--- src/rtl/core/vrq_pkg.sv ---
`default_nettype none

package vrq_pkg;

  // Field widths of the item ports.
  localparam int unsigned VRUN_W      = 63;
  localparam int unsigned TASK_W      = 8;
  localparam int unsigned PRIO_W      = 2;
  localparam int unsigned SLICE_W     = 10;
  localparam int unsigned COUNT_W     = 5;
  localparam int unsigned BUDGET_W    = 8;

  // Configuration port.
  localparam int unsigned CFG_IDX_W   = 2;
  localparam int unsigned CFG_DATA_W  = 63;

  localparam logic [CFG_IDX_W-1:0] CFG_SLICE_BUDGET = 2'd0;
  localparam logic [CFG_IDX_W-1:0] CFG_IDLE_VRUN    = 2'd1;
  localparam logic [CFG_IDX_W-1:0] CFG_IDLE_PRIO    = 2'd2;

  // Reset values and defaults.
  localparam logic [BUDGET_W-1:0] SLICE_RESET       = 8'd40;
  localparam int unsigned         QUEUE_DEPTH_DEF   = 16;
  localparam int unsigned         TASK_ID_BITS_DEF  = 8;

  // Divider: quotient bits resolved per cycle.
  localparam int unsigned DIV_STEP_BITS = 2;

  // Action codes.
  localparam logic ACT_ENQUEUE  = 1'b0;
  localparam logic ACT_SCHEDULE = 1'b1;

  // Status codes.
  localparam logic STATUS_OK   = 1'b0;
  localparam logic STATUS_FULL = 1'b1;

  // Operation issued to every cell of the queue in the same cycle.
  typedef struct packed {
    logic ins;
    logic pop;
  } vrq_cmd_t;

  typedef struct packed {
    logic              action;
    logic [TASK_W-1:0] task_id;
    logic [VRUN_W-1:0] vtime;
    logic [PRIO_W-1:0] priority_req;
    logic              running;
    logic [SLICE_W-1:0] slice_now;
  } vrq_in_t;

  typedef struct packed {
    logic [TASK_W-1:0]  next_task;
    logic               switched;
    logic [SLICE_W-1:0] slice_next;
    logic [COUNT_W-1:0] task_count;
    logic               status;
  } vrq_out_t;

endpackage

`default_nettype wire

--- src/rtl/core/vrq_cell.sv ---
`default_nettype none

module vrq_cell
  import vrq_pkg::*;
#(
  parameter int unsigned TASK_ID_BITS = TASK_ID_BITS_DEF,
  parameter int unsigned FILL_W       = 5,
  parameter int unsigned INDEX        = 0
) (
  input  wire logic                    clk_i,
  input  wire vrq_cmd_t                cmd_i,
  input  wire logic [FILL_W-1:0]       fill_i,
  input  wire logic [VRUN_W-1:0]       key_vrun_i,
  input  wire logic [TASK_ID_BITS-1:0] key_task_i,
  input  wire logic [PRIO_W-1:0]       key_prio_i,
  input  wire logic                    left_mark_i,
  input  wire logic [VRUN_W-1:0]       left_vrun_i,
  input  wire logic [TASK_ID_BITS-1:0] left_task_i,
  input  wire logic [PRIO_W-1:0]       left_prio_i,
  input  wire logic [VRUN_W-1:0]       right_vrun_i,
  input  wire logic [TASK_ID_BITS-1:0] right_task_i,
  input  wire logic [PRIO_W-1:0]       right_prio_i,
  output      logic                    mark_o,
  output      logic [VRUN_W-1:0]       vrun_o,
  output      logic [TASK_ID_BITS-1:0] task_o,
  output      logic [PRIO_W-1:0]       prio_o
);

  logic [VRUN_W-1:0]       vrun_q;
  logic [TASK_ID_BITS-1:0] task_q;
  logic [PRIO_W-1:0]       prio_q;
  logic                    occupied;
  logic                    take_new;
  logic                    take_left;

  // A cell is at or past the insert point when it is empty or its key is not smaller.
  // The queue is sorted, so the marks form one run from the insert point to the end.
  assign occupied  = FILL_W'(INDEX) < fill_i;
  assign mark_o    = !occupied || (vrun_q >= key_vrun_i);
  assign take_new  = cmd_i.ins && mark_o && !left_mark_i;
  assign take_left = cmd_i.ins && mark_o && left_mark_i;

  // Entry storage: load the new key, shift right on insert, shift left on pop.
  always_ff @(posedge clk_i) begin
    if (take_new) begin
      vrun_q <= key_vrun_i;
      task_q <= key_task_i;
      prio_q <= key_prio_i;
    end else if (take_left) begin
      vrun_q <= left_vrun_i;
      task_q <= left_task_i;
      prio_q <= left_prio_i;
    end else if (cmd_i.pop) begin
      vrun_q <= right_vrun_i;
      task_q <= right_task_i;
      prio_q <= right_prio_i;
    end
  end

  assign vrun_o = vrun_q;
  assign task_o = task_q;
  assign prio_o = prio_q;

endmodule

`default_nettype wire

--- src/rtl/core/vrq_div.sv ---
`default_nettype none

module vrq_div
  import vrq_pkg::*;
(
  input  wire logic                clk_i,
  input  wire logic                rst_ni,
  input  wire logic                start_i,
  input  wire logic [BUDGET_W-1:0] dividend_i,
  input  wire logic [COUNT_W-1:0]  divisor_i,
  output      logic                done_o,
  output      logic [BUDGET_W-1:0] quotient_o
);

  localparam int unsigned DIV_CYCLES = BUDGET_W / DIV_STEP_BITS;
  localparam int unsigned CNT_W      = (DIV_CYCLES > 1) ? $clog2(DIV_CYCLES) : 1;

  logic                busy_q;
  logic                done_q;
  logic [CNT_W-1:0]    cnt_q;
  logic [COUNT_W-1:0]  divisor_q;
  logic [COUNT_W-1:0]  rem_q;
  logic [COUNT_W-1:0]  rem_d;
  logic [BUDGET_W-1:0] quo_q;
  logic [BUDGET_W-1:0] quo_d;
  logic [COUNT_W:0]    trial;

  // Restoring division, a few quotient bits per cycle. The dividend bits are
  // shifted out of the top of quo_q while quotient bits enter at the bottom.
  always_comb begin
    rem_d = rem_q;
    quo_d = quo_q;
    trial = '0;
    for (int s = 0; s < int'(DIV_STEP_BITS); s++) begin
      trial = {rem_d, quo_d[BUDGET_W-1]};
      if (trial >= {1'b0, divisor_q}) begin
        rem_d = COUNT_W'(trial - {1'b0, divisor_q});
        quo_d = {quo_d[BUDGET_W-2:0], 1'b1};
      end else begin
        rem_d = COUNT_W'(trial);
        quo_d = {quo_d[BUDGET_W-2:0], 1'b0};
      end
    end
  end

  // Iteration control.
  always_ff @(posedge clk_i or negedge rst_ni) begin
    if (!rst_ni) begin
      busy_q <= 1'b0;
      done_q <= 1'b0;
      cnt_q  <= '0;
    end else if (start_i) begin
      busy_q <= 1'b1;
      done_q <= 1'b0;
      cnt_q  <= '0;
    end else if (busy_q) begin
      cnt_q <= cnt_q + 1'b1;
      if (cnt_q == CNT_W'(DIV_CYCLES - 1)) begin
        busy_q <= 1'b0;
        done_q <= 1'b1;
      end
    end else begin
      done_q <= 1'b0;
    end
  end

  // Datapath.
  always_ff @(posedge clk_i) begin
    if (start_i) begin
      divisor_q <= divisor_i;
      rem_q     <= '0;
      quo_q     <= dividend_i;
    end else if (busy_q) begin
      rem_q <= rem_d;
      quo_q <= quo_d;
    end
  end

  assign done_o     = done_q;
  assign quotient_o = quo_q;

endmodule

`default_nettype wire

--- src/rtl/core/vruntime_ready_queue_scheduler.sv ---
// Flow: an enqueue item passes the insert and result states into the output register; a
// schedule item passes the pop state first, and the divider state too on a reload.
// Throughput: one item at a time; the next is taken after the result is loaded, which
// waits while the output register holds an untaken result. The cell chain does the pop
// and the sorted insert; reloads use the iterative divider (2 quotient bits per cycle).
// Reset: queue empty, running count 1, slice budget 40, idle runtime and priority 0.
`default_nettype none

module vruntime_ready_queue_scheduler
  import vrq_pkg::*;
#(
  parameter int unsigned QUEUE_DEPTH  = QUEUE_DEPTH_DEF,
  parameter int unsigned TASK_ID_BITS = TASK_ID_BITS_DEF
) (
  input  wire logic                  clk_i,
  input  wire logic                  rst_ni,
  input  wire logic                  in_valid_i,
  output      logic                  in_ready_o,
  input  wire vrq_in_t               in_data_i,
  output      logic                  out_valid_o,
  input  wire logic                  out_ready_i,
  output      vrq_out_t              out_data_o,
  input  wire logic                  cfg_valid_i,
  output      logic                  cfg_ready_o,
  input  wire logic [CFG_IDX_W-1:0]  cfg_index_i,
  input  wire logic [CFG_DATA_W-1:0] cfg_data_i
);

  localparam int unsigned FILL_W = $clog2(QUEUE_DEPTH + 1);

  localparam logic [2:0] ST_IDLE = 3'd0;
  localparam logic [2:0] ST_POP  = 3'd1;
  localparam logic [2:0] ST_INS  = 3'd2;
  localparam logic [2:0] ST_DIV  = 3'd3;
  localparam logic [2:0] ST_RES  = 3'd4;

  logic [2:0]              state_q;
  logic [FILL_W-1:0]       fill_q;
  logic [COUNT_W-1:0]      cnt_q;

  logic [BUDGET_W-1:0]     budget_q;
  logic [VRUN_W-1:0]       idle_vrun_q;
  logic [PRIO_W-1:0]       idle_prio_q;

  // Latched item.
  logic                    act_q;
  logic [TASK_ID_BITS-1:0] id_q;
  logic [VRUN_W-1:0]       vr_q;
  logic [PRIO_W-1:0]       prio_q;
  logic                    run_q;
  logic [SLICE_W-1:0]      slice_q;

  // Decision and pending insert.
  logic [TASK_ID_BITS-1:0] next_q;
  logic                    sw_q;
  logic [PRIO_W-1:0]       t_prio_q;
  logic                    status_q;
  logic                    ins_en_q;
  logic [VRUN_W-1:0]       ins_vrun_q;
  logic [TASK_ID_BITS-1:0] ins_task_q;
  logic [PRIO_W-1:0]       ins_prio_q;

  logic                    out_valid_q;
  vrq_out_t                out_q;

  // Cell chain.
  vrq_cmd_t                cmd;
  logic                    cell_mark [QUEUE_DEPTH];
  logic [VRUN_W-1:0]       cell_vrun [QUEUE_DEPTH];
  logic [TASK_ID_BITS-1:0] cell_task [QUEUE_DEPTH];
  logic [PRIO_W-1:0]       cell_prio [QUEUE_DEPTH];

  logic                    in_xfer;
  logic                    full;
  logic                    empty;
  logic                    do_ins;
  logic [VRUN_W-1:0]       head_vrun;
  logic [TASK_ID_BITS-1:0] head_task;
  logic [PRIO_W-1:0]       head_prio;
  logic                    take_sw;
  logic                    out_load;
  logic                    div_start;
  logic                    div_done;
  logic [BUDGET_W-1:0]     div_quo;
  logic [COUNT_W-1:0]      cnt_after;
  logic [COUNT_W-1:0]      divisor;
  logic [SLICE_W-1:0]      quo_ext;
  logic [SLICE_W-1:0]      reload;
  vrq_out_t                res;

  assign in_ready_o  = (state_q == ST_IDLE);
  assign in_xfer     = in_valid_i && in_ready_o;
  assign cfg_ready_o = 1'b1;

  assign full   = fill_q >= FILL_W'(QUEUE_DEPTH);
  assign empty  = (fill_q == '0);
  assign do_ins = (state_q == ST_INS) && ins_en_q && !full;

  // Head of the queue, or the idle task when the queue is empty.
  assign head_vrun = empty ? idle_vrun_q : cell_vrun[0];
  assign head_task = empty ? '0 : cell_task[0];
  assign head_prio = empty ? idle_prio_q : cell_prio[0];
  assign take_sw   = (vr_q >= head_vrun) || !run_q;

  assign cmd.pop = (state_q == ST_POP) && !empty;
  assign cmd.ins = do_ins;

  // One cell per queue entry, linked to its neighbors; the first cell's left input is the insert key.
  for (genvar i = 0; i < QUEUE_DEPTH; i++) begin : g_cell
    logic                    left_mark;
    logic [VRUN_W-1:0]       left_vrun;
    logic [TASK_ID_BITS-1:0] left_task;
    logic [PRIO_W-1:0]       left_prio;
    logic [VRUN_W-1:0]       right_vrun;
    logic [TASK_ID_BITS-1:0] right_task;
    logic [PRIO_W-1:0]       right_prio;

    if (i == 0) begin : g_first
      assign left_mark = 1'b0;
      assign left_vrun = ins_vrun_q;
      assign left_task = ins_task_q;
      assign left_prio = ins_prio_q;
    end else begin : g_inner_left
      assign left_mark = cell_mark[i-1];
      assign left_vrun = cell_vrun[i-1];
      assign left_task = cell_task[i-1];
      assign left_prio = cell_prio[i-1];
    end

    if (i == QUEUE_DEPTH - 1) begin : g_last
      assign right_vrun = cell_vrun[i];
      assign right_task = cell_task[i];
      assign right_prio = cell_prio[i];
    end else begin : g_inner_right
      assign right_vrun = cell_vrun[i+1];
      assign right_task = cell_task[i+1];
      assign right_prio = cell_prio[i+1];
    end

    vrq_cell #(
      .TASK_ID_BITS (TASK_ID_BITS),
      .FILL_W       (FILL_W),
      .INDEX        (i)
    ) u_cell (
      .clk_i        (clk_i),
      .cmd_i        (cmd),
      .fill_i       (fill_q),
      .key_vrun_i   (ins_vrun_q),
      .key_task_i   (ins_task_q),
      .key_prio_i   (ins_prio_q),
      .left_mark_i  (left_mark),
      .left_vrun_i  (left_vrun),
      .left_task_i  (left_task),
      .left_prio_i  (left_prio),
      .right_vrun_i (right_vrun),
      .right_task_i (right_task),
      .right_prio_i (right_prio),
      .mark_o       (cell_mark[i]),
      .vrun_o       (cell_vrun[i]),
      .task_o       (cell_task[i]),
      .prio_o       (cell_prio[i])
    );
  end

  // Slice reload: budget divided by the running count after any requeue,
  // a zero count taken as one. The requeue lands in the same cycle as the start.
  assign div_start = (state_q == ST_INS) && (act_q == ACT_SCHEDULE) && (slice_q == '0);
  assign cnt_after = do_ins ? cnt_q + 1'b1 : cnt_q;
  assign divisor   = (cnt_after == '0) ? COUNT_W'(1) : cnt_after;

  vrq_div u_div (
    .clk_i      (clk_i),
    .rst_ni     (rst_ni),
    .start_i    (div_start),
    .dividend_i (budget_q),
    .divisor_i  (divisor),
    .done_o     (div_done),
    .quotient_o (div_quo)
  );

  assign quo_ext = SLICE_W'(div_quo);
  assign reload  = t_prio_q[1] ? SLICE_W'(quo_ext + (quo_ext << 1)) : quo_ext;

  // Result assembly.
  always_comb begin
    res            = '0;
    res.next_task  = TASK_W'(next_q);
    res.switched   = sw_q;
    res.slice_next = ((act_q == ACT_SCHEDULE) && (slice_q == '0)) ? reload : slice_q;
    res.task_count = cnt_q;
    res.status     = status_q;
  end

  assign out_load = (state_q == ST_RES) && (!out_valid_q || out_ready_i);

  // Configuration registers.
  always_ff @(posedge clk_i or negedge rst_ni) begin
    if (!rst_ni) begin
      budget_q    <= SLICE_RESET;
      idle_vrun_q <= '0;
      idle_prio_q <= '0;
    end else if (cfg_valid_i) begin
      unique case (cfg_index_i)
        CFG_SLICE_BUDGET: budget_q    <= cfg_data_i[BUDGET_W-1:0];
        CFG_IDLE_VRUN:    idle_vrun_q <= cfg_data_i[VRUN_W-1:0];
        CFG_IDLE_PRIO:    idle_prio_q <= cfg_data_i[PRIO_W-1:0];
        default: ;
      endcase
    end
  end

  // Sequencer, queue fill and running count.
  always_ff @(posedge clk_i or negedge rst_ni) begin
    if (!rst_ni) begin
      state_q <= ST_IDLE;
      fill_q  <= '0;
      cnt_q   <= COUNT_W'(1);
    end else begin
      unique case (state_q)
        ST_IDLE: begin
          if (in_xfer) begin
            state_q <= (in_data_i.action == ACT_SCHEDULE) ? ST_POP : ST_INS;
          end
        end
        ST_POP: begin
          if (!empty) begin
            fill_q <= fill_q - 1'b1;
            cnt_q  <= cnt_q - 1'b1;
          end
          state_q <= ST_INS;
        end
        ST_INS: begin
          if (do_ins) begin
            fill_q <= fill_q + 1'b1;
            cnt_q  <= cnt_q + 1'b1;
          end
          state_q <= div_start ? ST_DIV : ST_RES;
        end
        ST_DIV: begin
          if (div_done) begin
            state_q <= ST_RES;
          end
        end
        ST_RES: begin
          if (out_load) begin
            state_q <= ST_IDLE;
          end
        end
        default: state_q <= ST_IDLE;
      endcase
    end
  end

  // Item, decision and insert operands.
  always_ff @(posedge clk_i) begin
    if (in_xfer) begin
      act_q      <= in_data_i.action;
      id_q       <= TASK_ID_BITS'(in_data_i.task_id);
      vr_q       <= in_data_i.vtime;
      prio_q     <= in_data_i.priority_req;
      run_q      <= in_data_i.running;
      slice_q    <= in_data_i.slice_now;
      next_q     <= '0;
      sw_q       <= 1'b0;
      ins_en_q   <= (TASK_ID_BITS'(in_data_i.task_id) != '0);
      ins_vrun_q <= in_data_i.vtime;
      ins_task_q <= TASK_ID_BITS'(in_data_i.task_id);
      ins_prio_q <= in_data_i.priority_req;
    end
    if (state_q == ST_POP) begin
      t_prio_q <= head_prio;
      sw_q     <= take_sw;
      if (take_sw) begin
        // Switch: requeue the current task if it still runs.
        next_q     <= head_task;
        ins_en_q   <= run_q && (id_q != '0);
        ins_vrun_q <= vr_q;
        ins_task_q <= id_q;
        ins_prio_q <= prio_q;
      end else begin
        // Keep the current task and put the popped one back.
        next_q     <= id_q;
        ins_en_q   <= (head_task != '0);
        ins_vrun_q <= head_vrun;
        ins_task_q <= head_task;
        ins_prio_q <= head_prio;
      end
    end
    if (state_q == ST_INS) begin
      status_q <= (ins_en_q && full) ? STATUS_FULL : STATUS_OK;
    end
  end

  // Output register.
  always_ff @(posedge clk_i or negedge rst_ni) begin
    if (!rst_ni) begin
      out_valid_q <= 1'b0;
    end else if (out_load) begin
      out_valid_q <= 1'b1;
    end else if (out_ready_i) begin
      out_valid_q <= 1'b0;
    end
  end

  always_ff @(posedge clk_i) begin
    if (out_load) begin
      out_q <= res;
    end
  end

  assign out_valid_o = out_valid_q;
  assign out_data_o  = out_q;

  // The queue never holds more entries than cells.
  assert property (@(posedge clk_i) disable iff (!rst_ni)
    fill_q <= FILL_W'(QUEUE_DEPTH))
    else $error("queue fill exceeds depth");

  // The two front entries stay in ascending runtime order.
  assert property (@(posedge clk_i) disable iff (!rst_ni)
    (fill_q >= FILL_W'(2)) |-> (cell_vrun[0] <= cell_vrun[1]))
    else $error("queue head out of order");

  // A pop from a non-empty queue removes exactly one entry.
  assert property (@(posedge clk_i) disable iff (!rst_ni)
    (state_q == ST_POP && !empty) |=> (fill_q == $past(fill_q) - 1'b1))
    else $error("pop did not remove one entry");

  // The divider runs only for a schedule item whose slice has run out.
  assert property (@(posedge clk_i) disable iff (!rst_ni)
    (state_q == ST_DIV) |-> (act_q == ACT_SCHEDULE && slice_q == '0))
    else $error("slice reload without expired slice");

  // A new result appears only after the result state.
  assert property (@(posedge clk_i) disable iff (!rst_ni)
    $rose(out_valid_q) |-> ($past(state_q) == ST_RES))
    else $error("result loaded outside the result state");

endmodule

`default_nettype wire

--- config.mk ---
export PLATFORM = sky130hd
export DESIGN_NAME = vruntime_ready_queue_scheduler
export DESIGN_NICKNAME = d
export VERILOG_FILES = /design/src/rtl/core/vrq_pkg.sv /design/src/rtl/core/vrq_cell.sv /design/src/rtl/core/vrq_div.sv /design/src/rtl/core/vruntime_ready_queue_scheduler.sv
export SDC_FILE = /design/constraint.sdc
export NUM_CORES = 2
export LEC_CHECK = 0
export ABC_AREA = 1
export BUFFER_PORTS_ARGS = -buffer_cell sky130_fd_sc_hd__buf_4
export CAP_MARGIN = 20
export CELL_PAD_IN_SITES_DETAIL_PLACEMENT = 2
export CELL_PAD_IN_SITES_GLOBAL_PLACEMENT = 2
export CORE_AREA = 2 2 559 422
export CTS_BUF_LIST = sky130_fd_sc_hd__clkbuf_16
export DETAILED_ROUTE_END_ITERATION = 8
export DIE_AREA = 0 0 561 424
export GPL_ROUTABILITY_DRIVEN = 0
export GPL_TIMING_DRIVEN = 0
export HOLD_SLACK_MARGIN = 0.05
export MAX_ROUTING_LAYER = met4
export PLACE_DENSITY = 0.95
export SYNTH_ARGS = -nofsm -noshare
export SYNTH_HDL_FRONTEND = slang
export SYNTH_SLANG_ARGS = --single-unit
--- constraint.sdc ---
create_clock -name clk_i -period 10.2 [get_ports clk_i]
set_clock_uncertainty 0.15 [all_clocks]
set_input_delay 2.04 -clock clk_i [delete_from_list [all_inputs] [get_ports clk_i]]
set_output_delay 2.04 -clock clk_i [all_outputs]
set_load 0.005 [all_outputs]
==> results of run 1 <==
-- cell usage after synthesis, types with 7 or more instances --
| library cell | instances | area, sq um |
|---|---|---|
| ha_1 | 1033 | 12900 |
| buf_1 | 30 | 113 |
| nand3_2 | 40 | 400 |
| a21o_1 | 56 | 420 |
| nor2_1 | 443 | 1660 |
| a21oi_1 | 411 | 2060 |
| nand4_1 | 2208 | 13800 |
| edfxtp_1 | 1358 | 40800 |
| inv_1 | 574 | 2150 |
| buf_2 | 351 | 1760 |
| nor2_2 | 12 | 75.1 |
| xor2_1 | 14 | 123 |
| nand3_1 | 1385 | 6930 |
| o21bai_1 | 7 | 52.6 |
| o21ai_0 | 183 | 916 |
| nand3b_1 | 13 | 97.6 |
| nor4_1 | 11 | 68.8 |
| clkbuf_1 | 472 | 1770 |
| mux2i_1 | 62 | 621 |
| o21ai_1 | 7 | 35.0 |
| nand2_1 | 2709 | 10200 |
| o21a_1 | 79 | 593 |
| nor3_1 | 43 | 215 |
| or2_2 | 15 | 93.8 |
| mux2_2 | 55 | 619 |
| dfrtp_1 | 87 | 2180 |
| buf_4 | 47 | 353 |
-- per-layer routing --
metal  GRT usage  GRT overflow
met5           -             -
met4       0.776           233
met3       0.695           105
met2       0.934           346
met1       0.817            79
-- metrics by stage --
step / hold slack (ps) / setup slack (ps) / area [sq um] / TNS [ps] / utilization
after floorplan: 250 / 2230 / 102000 / 0 / -
after global placement: 261 / -917 / 107000 / -72360 / 0.459
after detailed placement: 255 / 3670 / 108000 / 0 / 0.464
after CTS: 291 / 3150 / 114000 / 0 / 0.487
-- logic make-up after synthesis --
logic type / count (synthesis)
simple gates: 6901
buf+inv: 1490
mux: 117
fa+ha+maj: 1036
other cells: 1
xor+xnor: 18
compound gates: 759
flops: 1453
==> summary.md, run 1 <==
| Metric | Value |
|---|---|
| Dpl cells | 15128 |
| Initial Utilization | 0.436 |
| Combinational family with the most area after synthesis | simple AND/OR/NAND/NOR gates |
| CTS sink count | 1453 |
| XOR/XNOR Fraction of Synth Area | 0.00155 |
| Synth Warn # | 0 |
| Seq/Total Area, Yosys | 0.424 |
| Grt ovf | 763 |
| IO Pins | 183 |
| Row count | 154 |
| Netlist cell types | 55 |
| Synth Register Bits | 1453 |
| Die Y | 424 um |
| Syn_nets | 12966 |
| Multiplexer share of the synthesized area | 0.0122 |
| Synth Area in Simple Gates | 0.331 |
| Gate Count Post-Synth | 11775 |
| Clock root buffer | clkbuf_16 |
| CTS Buf Count | approximately 180 |
| Clock Tree Buf Depth | 4 |
| Post-CTS Setup Bufs | 0 |
| Last step reached | global routing (5_1_grt) |
| CTS H-tree depth | 4 |
| Synth Flop Type | edfxtp_1 |
| Hold-fix buffers, CTS | 0 |
| Post_cts resized | 0 |
| Status | stopped before the end |
| Synth Area in Compound Gates | 0.0413 |
| Largest net degree at the start of global routing | 65 |
| Post-Synth Adder-Cell Area | 0.128 |
| Synthesized area | 0.102 sq mm |
| HPWL Detailed | about 510000 um |
| Chip Width | 561 um |
| Synth async-reset ratio | 0.0619 |
| # port buffers | 180 |
| Post-synth EDFFs | 1358 |
| Stop err | [ERROR GRT-0232] Routing congestion too high. Check the congestion heatmap in the GUI. |
| All-Layer GR Usage | 0.818 |
| Synthesized area per cell | 8.64 sq um |
==> run 2, diff against run 1 <==
==> config.mk (replaced) <==
export PLATFORM = sky130hd
export DESIGN_NAME = vruntime_ready_queue_scheduler
export DESIGN_NICKNAME = d
export VERILOG_FILES = /design/src/rtl/core/vrq_pkg.sv /design/src/rtl/core/vrq_cell.sv /design/src/rtl/core/vrq_div.sv /design/src/rtl/core/vruntime_ready_queue_scheduler.sv
export SDC_FILE = /design/constraint.sdc
export NUM_CORES = 2
export LEC_CHECK = 0
export ABC_AREA = 1
export BUFFER_PORTS_ARGS = -buffer_cell sky130_fd_sc_hd__buf_4
export CAP_MARGIN = 20
export CORE_AREA = 2 2 508 510
export DETAILED_ROUTE_END_ITERATION = 8
export DIE_AREA = 0 0 510 512
export GPL_ROUTABILITY_DRIVEN = 0
export GPL_TIMING_DRIVEN = 0
export PLACE_DENSITY_LB_ADDON = 0.15
export SYNTH_ARGS = -nofsm -noshare
export SYNTH_HDL_FRONTEND = slang
export SYNTH_SLANG_ARGS = --single-unit
==> run 2 against run 1 <==
Synthesized area unchanged; synthesized cell count unchanged; the flow now finishes without violations.
==> summary.md, run 2 <==
| Metric | Value |
|---|---|
| Status | finished, final reports clean |
| CP arrival | 6790 ps |
| DIE AREA | 0.261 sq mm |
| Gate Count Post-Synth | 11775 (unchanged) |
| Grt ovf | 0 |
| Initial antenna violation count | 17 |
| RR Endpoint | g_cell[0].left_vrun[3] |
| Slew headroom | 0.114 |
| Post_cts resized | 0 (unchanged) |
| Critical path required time | 10630 ps |
| Commonest non-fill, non-tap cell in the layout | nand2_1 |
| Synthesized area per cell | 8.64 sq um (unchanged) |
| Layout cell share with drive strength beyond 1 | 0.0841 |
| Slew at the pin with the worst max-slew slack | 1330 ps |
| Synthesized area | 0.102 sq mm (unchanged) |
| Slew Limit Fails | 0 |
| Nets@finish | around 13000 |
| Synth Flop Type | edfxtp_1 |
| Share of the synthesized area in the top cell type | 0.401 (unchanged) |
| CTS tree | done |
| Top cells by area, synth | edfxtp_1 (40%), nand4_1 (14%), ha_1 (13%) |
| Core region area | 0.256 sq mm |
| Final Cycle Share | 0.624 |
| Worst-path cell chain | nor2_2, nand2_2, inv_1, nand2_1, buf_2, buf_2, mux2i_1, ha_1, nand2_1, nor2_1, nand4_1, nor3_2, and3_1, nand2_1, nand4_1, buf_2, buf_2, nand2_1, nand3_1, nand2_1 |
| Crit start category | register |
| Unrepaired setup endpoints after global routing | no |
| All-Layer GR Usage | 0.329 |
| Hold Path Class | register to register |
| Clock Tree Buf Depth | 3 (-1) |
| Post-synth EDFFs | 1358 (unchanged) |
| Synth Warn # | 0 (unchanged) |
| IO Pins | 183 (unchanged) |
| Largest net degree at the start of global routing | 74 |
| Largest stage delay, worst path | 620 ps |
| Clock root buffer | clkbuf_16 |
| Most frequent cell after synthesis | nand2_1 |
| Post-CTS Setup Bufs | 0 (unchanged) |
| Most frequent CP cell | nand2_1 |
| # port buffers | 180 (unchanged) |
| Top cells by count, synth | nand2_1 (2709), nand4_1 (2208), nand3_1 (1385) |
| Clk_lat worst skew | roughly 880 ps |
| Final setup viols | 0 |
| Netlist cell types | 55 (unchanged) |
| Vias in the first global route | 93137 |
| CTS H-tree depth | 4 (unchanged) |
| Syn_nets | 12966 (unchanged) |
| Routed len/inst | around 28 um |
| Tmin final | about 6400 ps |
| Clock-pin slew on the worst setup and hold paths | roughly 60 ps |
| CTS sink count | 1453 (unchanged) |
| Final ANT Viol Nets | 0 |
| Pre-CTS WS | 4370 ps (+697 ps) |
| Final worst slack | approximately 3800 ps |
| Fin. Hold Viols | 0 |
| Hold slack final | roughly 260 ps |
| Die Y | 512 um (+21%) |
| Initial DRC Count | 13386 |
| Maximum fanout along the worst path | 10 |
| Crit end category | register |
| R2r startpoint | fill_q[4] |
| Hold Path Stages | 0 |
| Hold-fix buffers, CTS | 0 (unchanged) |
| Synth Register Bits | 1453 (unchanged) |
| Drt drc | 0 |
| F_max | 157 MHz |
| Crit-path slowest cell | nor2_1 |
| Largest register FFs | slightly above 1000 |
| Row count | 186 (+21%) |
| Worst hold endpoint | out_data_o[17] |
| HPWL Detailed | 365000 um (-29%) |
| 1st-pass router iterations | 8 |
| Drt via density | 6.33 |
| Crit Path Class | register to register |
| Area Overhead vs Synth | 12.2% |
| Chip Width | 510 um (-9.1%) |
| CTS Buf Count | 174 (-0.57%) |
| R2R cell count | 20 |
| Vias | 99457 |
| Drt total wl | 446000 um |
| Hold_sp | next_q[0] |
| Most frequent cells in the layout | nand2_1 (2694), nand4_1 (2208), nand3_1 (1385) |
| Reg2reg setup slack | approximately 3800 ps |
| Synth area leader | edfxtp_1 |
| Initial Utilization | 0.398 (-0.0386) |
| Seq/Total Area, Yosys | 0.424 (unchanged) |
| Synth async-reset ratio | 0.0619 (unchanged) |
| Max-Cap Viols | 0 |
| Global-route wire length before repair | 635000 um |
## run 2: cell counts after synthesis
Identical to the previous run, type by type.
## run 2: per-layer routing
metal,vias up,track usage,part of all wire
met5,-,0,0.000081
met4,4,0.142,0.049
met3,1006,0.0820,0.11
met2,5776,0.497,0.44
met1,48299,0.445,0.41
li1,44372,-,-
## run 2: through the flow
| step | cells | instance area, sq um | TNS, ps | util |
|---|---|---|---|---|
| floorplan | 11775 | 102000 | 0 | - |
| global route | 15709 | 114000 | 0 | 0.446 |
| finish | 15717 | 114000 | 0 | 0.446 |
| CTS | 15693 | 114000 | 0 | 0.445 |
| detailed placement | 15376 | 108000 | 0 | 0.423 |
| global placement | 15339 | 107000 | -37260 | 0.419 |
## run 2: logic make-up (layout without fill, tap and decap cells)
family,Yosys count,count (layout),synth area share
AND/OR/NAND/NOR,6901,6901,0.331
other,1,10,0.0000369
buffers and inverters,1490,2039,0.0618
flip-flops,1453,1453,0.424
AO/OA/AOI/OAI,759,759,0.0413
multiplexers,117,117,0.0122
adder cells (fa/ha/maj),1036,1036,0.128
XOR/XNOR,18,18,0.00155
## run 2: critical path: cells and delay by family (launching register included)
family / cells / cell delay (ps)
muxes: 1 / 220
buffers and inverters: 5 / 1590
DFF: 1 / 470
and+or+nand+nor: 13 / 3230
adders and majority gates: 1 / 370
## run 2: worst max path at each step
stage | from | to | slack [ps] | depth (start not counted)
after floorplan | in_valid_i | g_cell[0].left_prio[1] | 2230 | 4
after global placement | in_valid_i | g_cell[0].left_vrun[9] | -480 | 5
after detailed placement | fill_q[4] | g_cell[0].left_vrun[3] | 4370 | 20
after CTS | fill_q[4] | g_cell[0].left_vrun[3] | 4340 | 20
after global routing | fill_q[4] | g_cell[0].left_vrun[3] | 3930 | 20
final | fill_q[4] | g_cell[0].left_vrun[3] | 3840 | 20
## run 2: area by class of cell
type	count	area (sq um)
clock inverter	80	836
timing repair buffer	232	2440
clock buffer	237	4720
buffer	908	4100
inverter	582	2190
multi-input combinational	8832	52400
sequential	1453	43100
antenna	9	22.5
tap	3384	4230
fill	25167	142000
Power of run 2 is left out: the tool's default activity adds up to more than one toggle a clock period on the data nets, which glitch-free logic cannot reach.
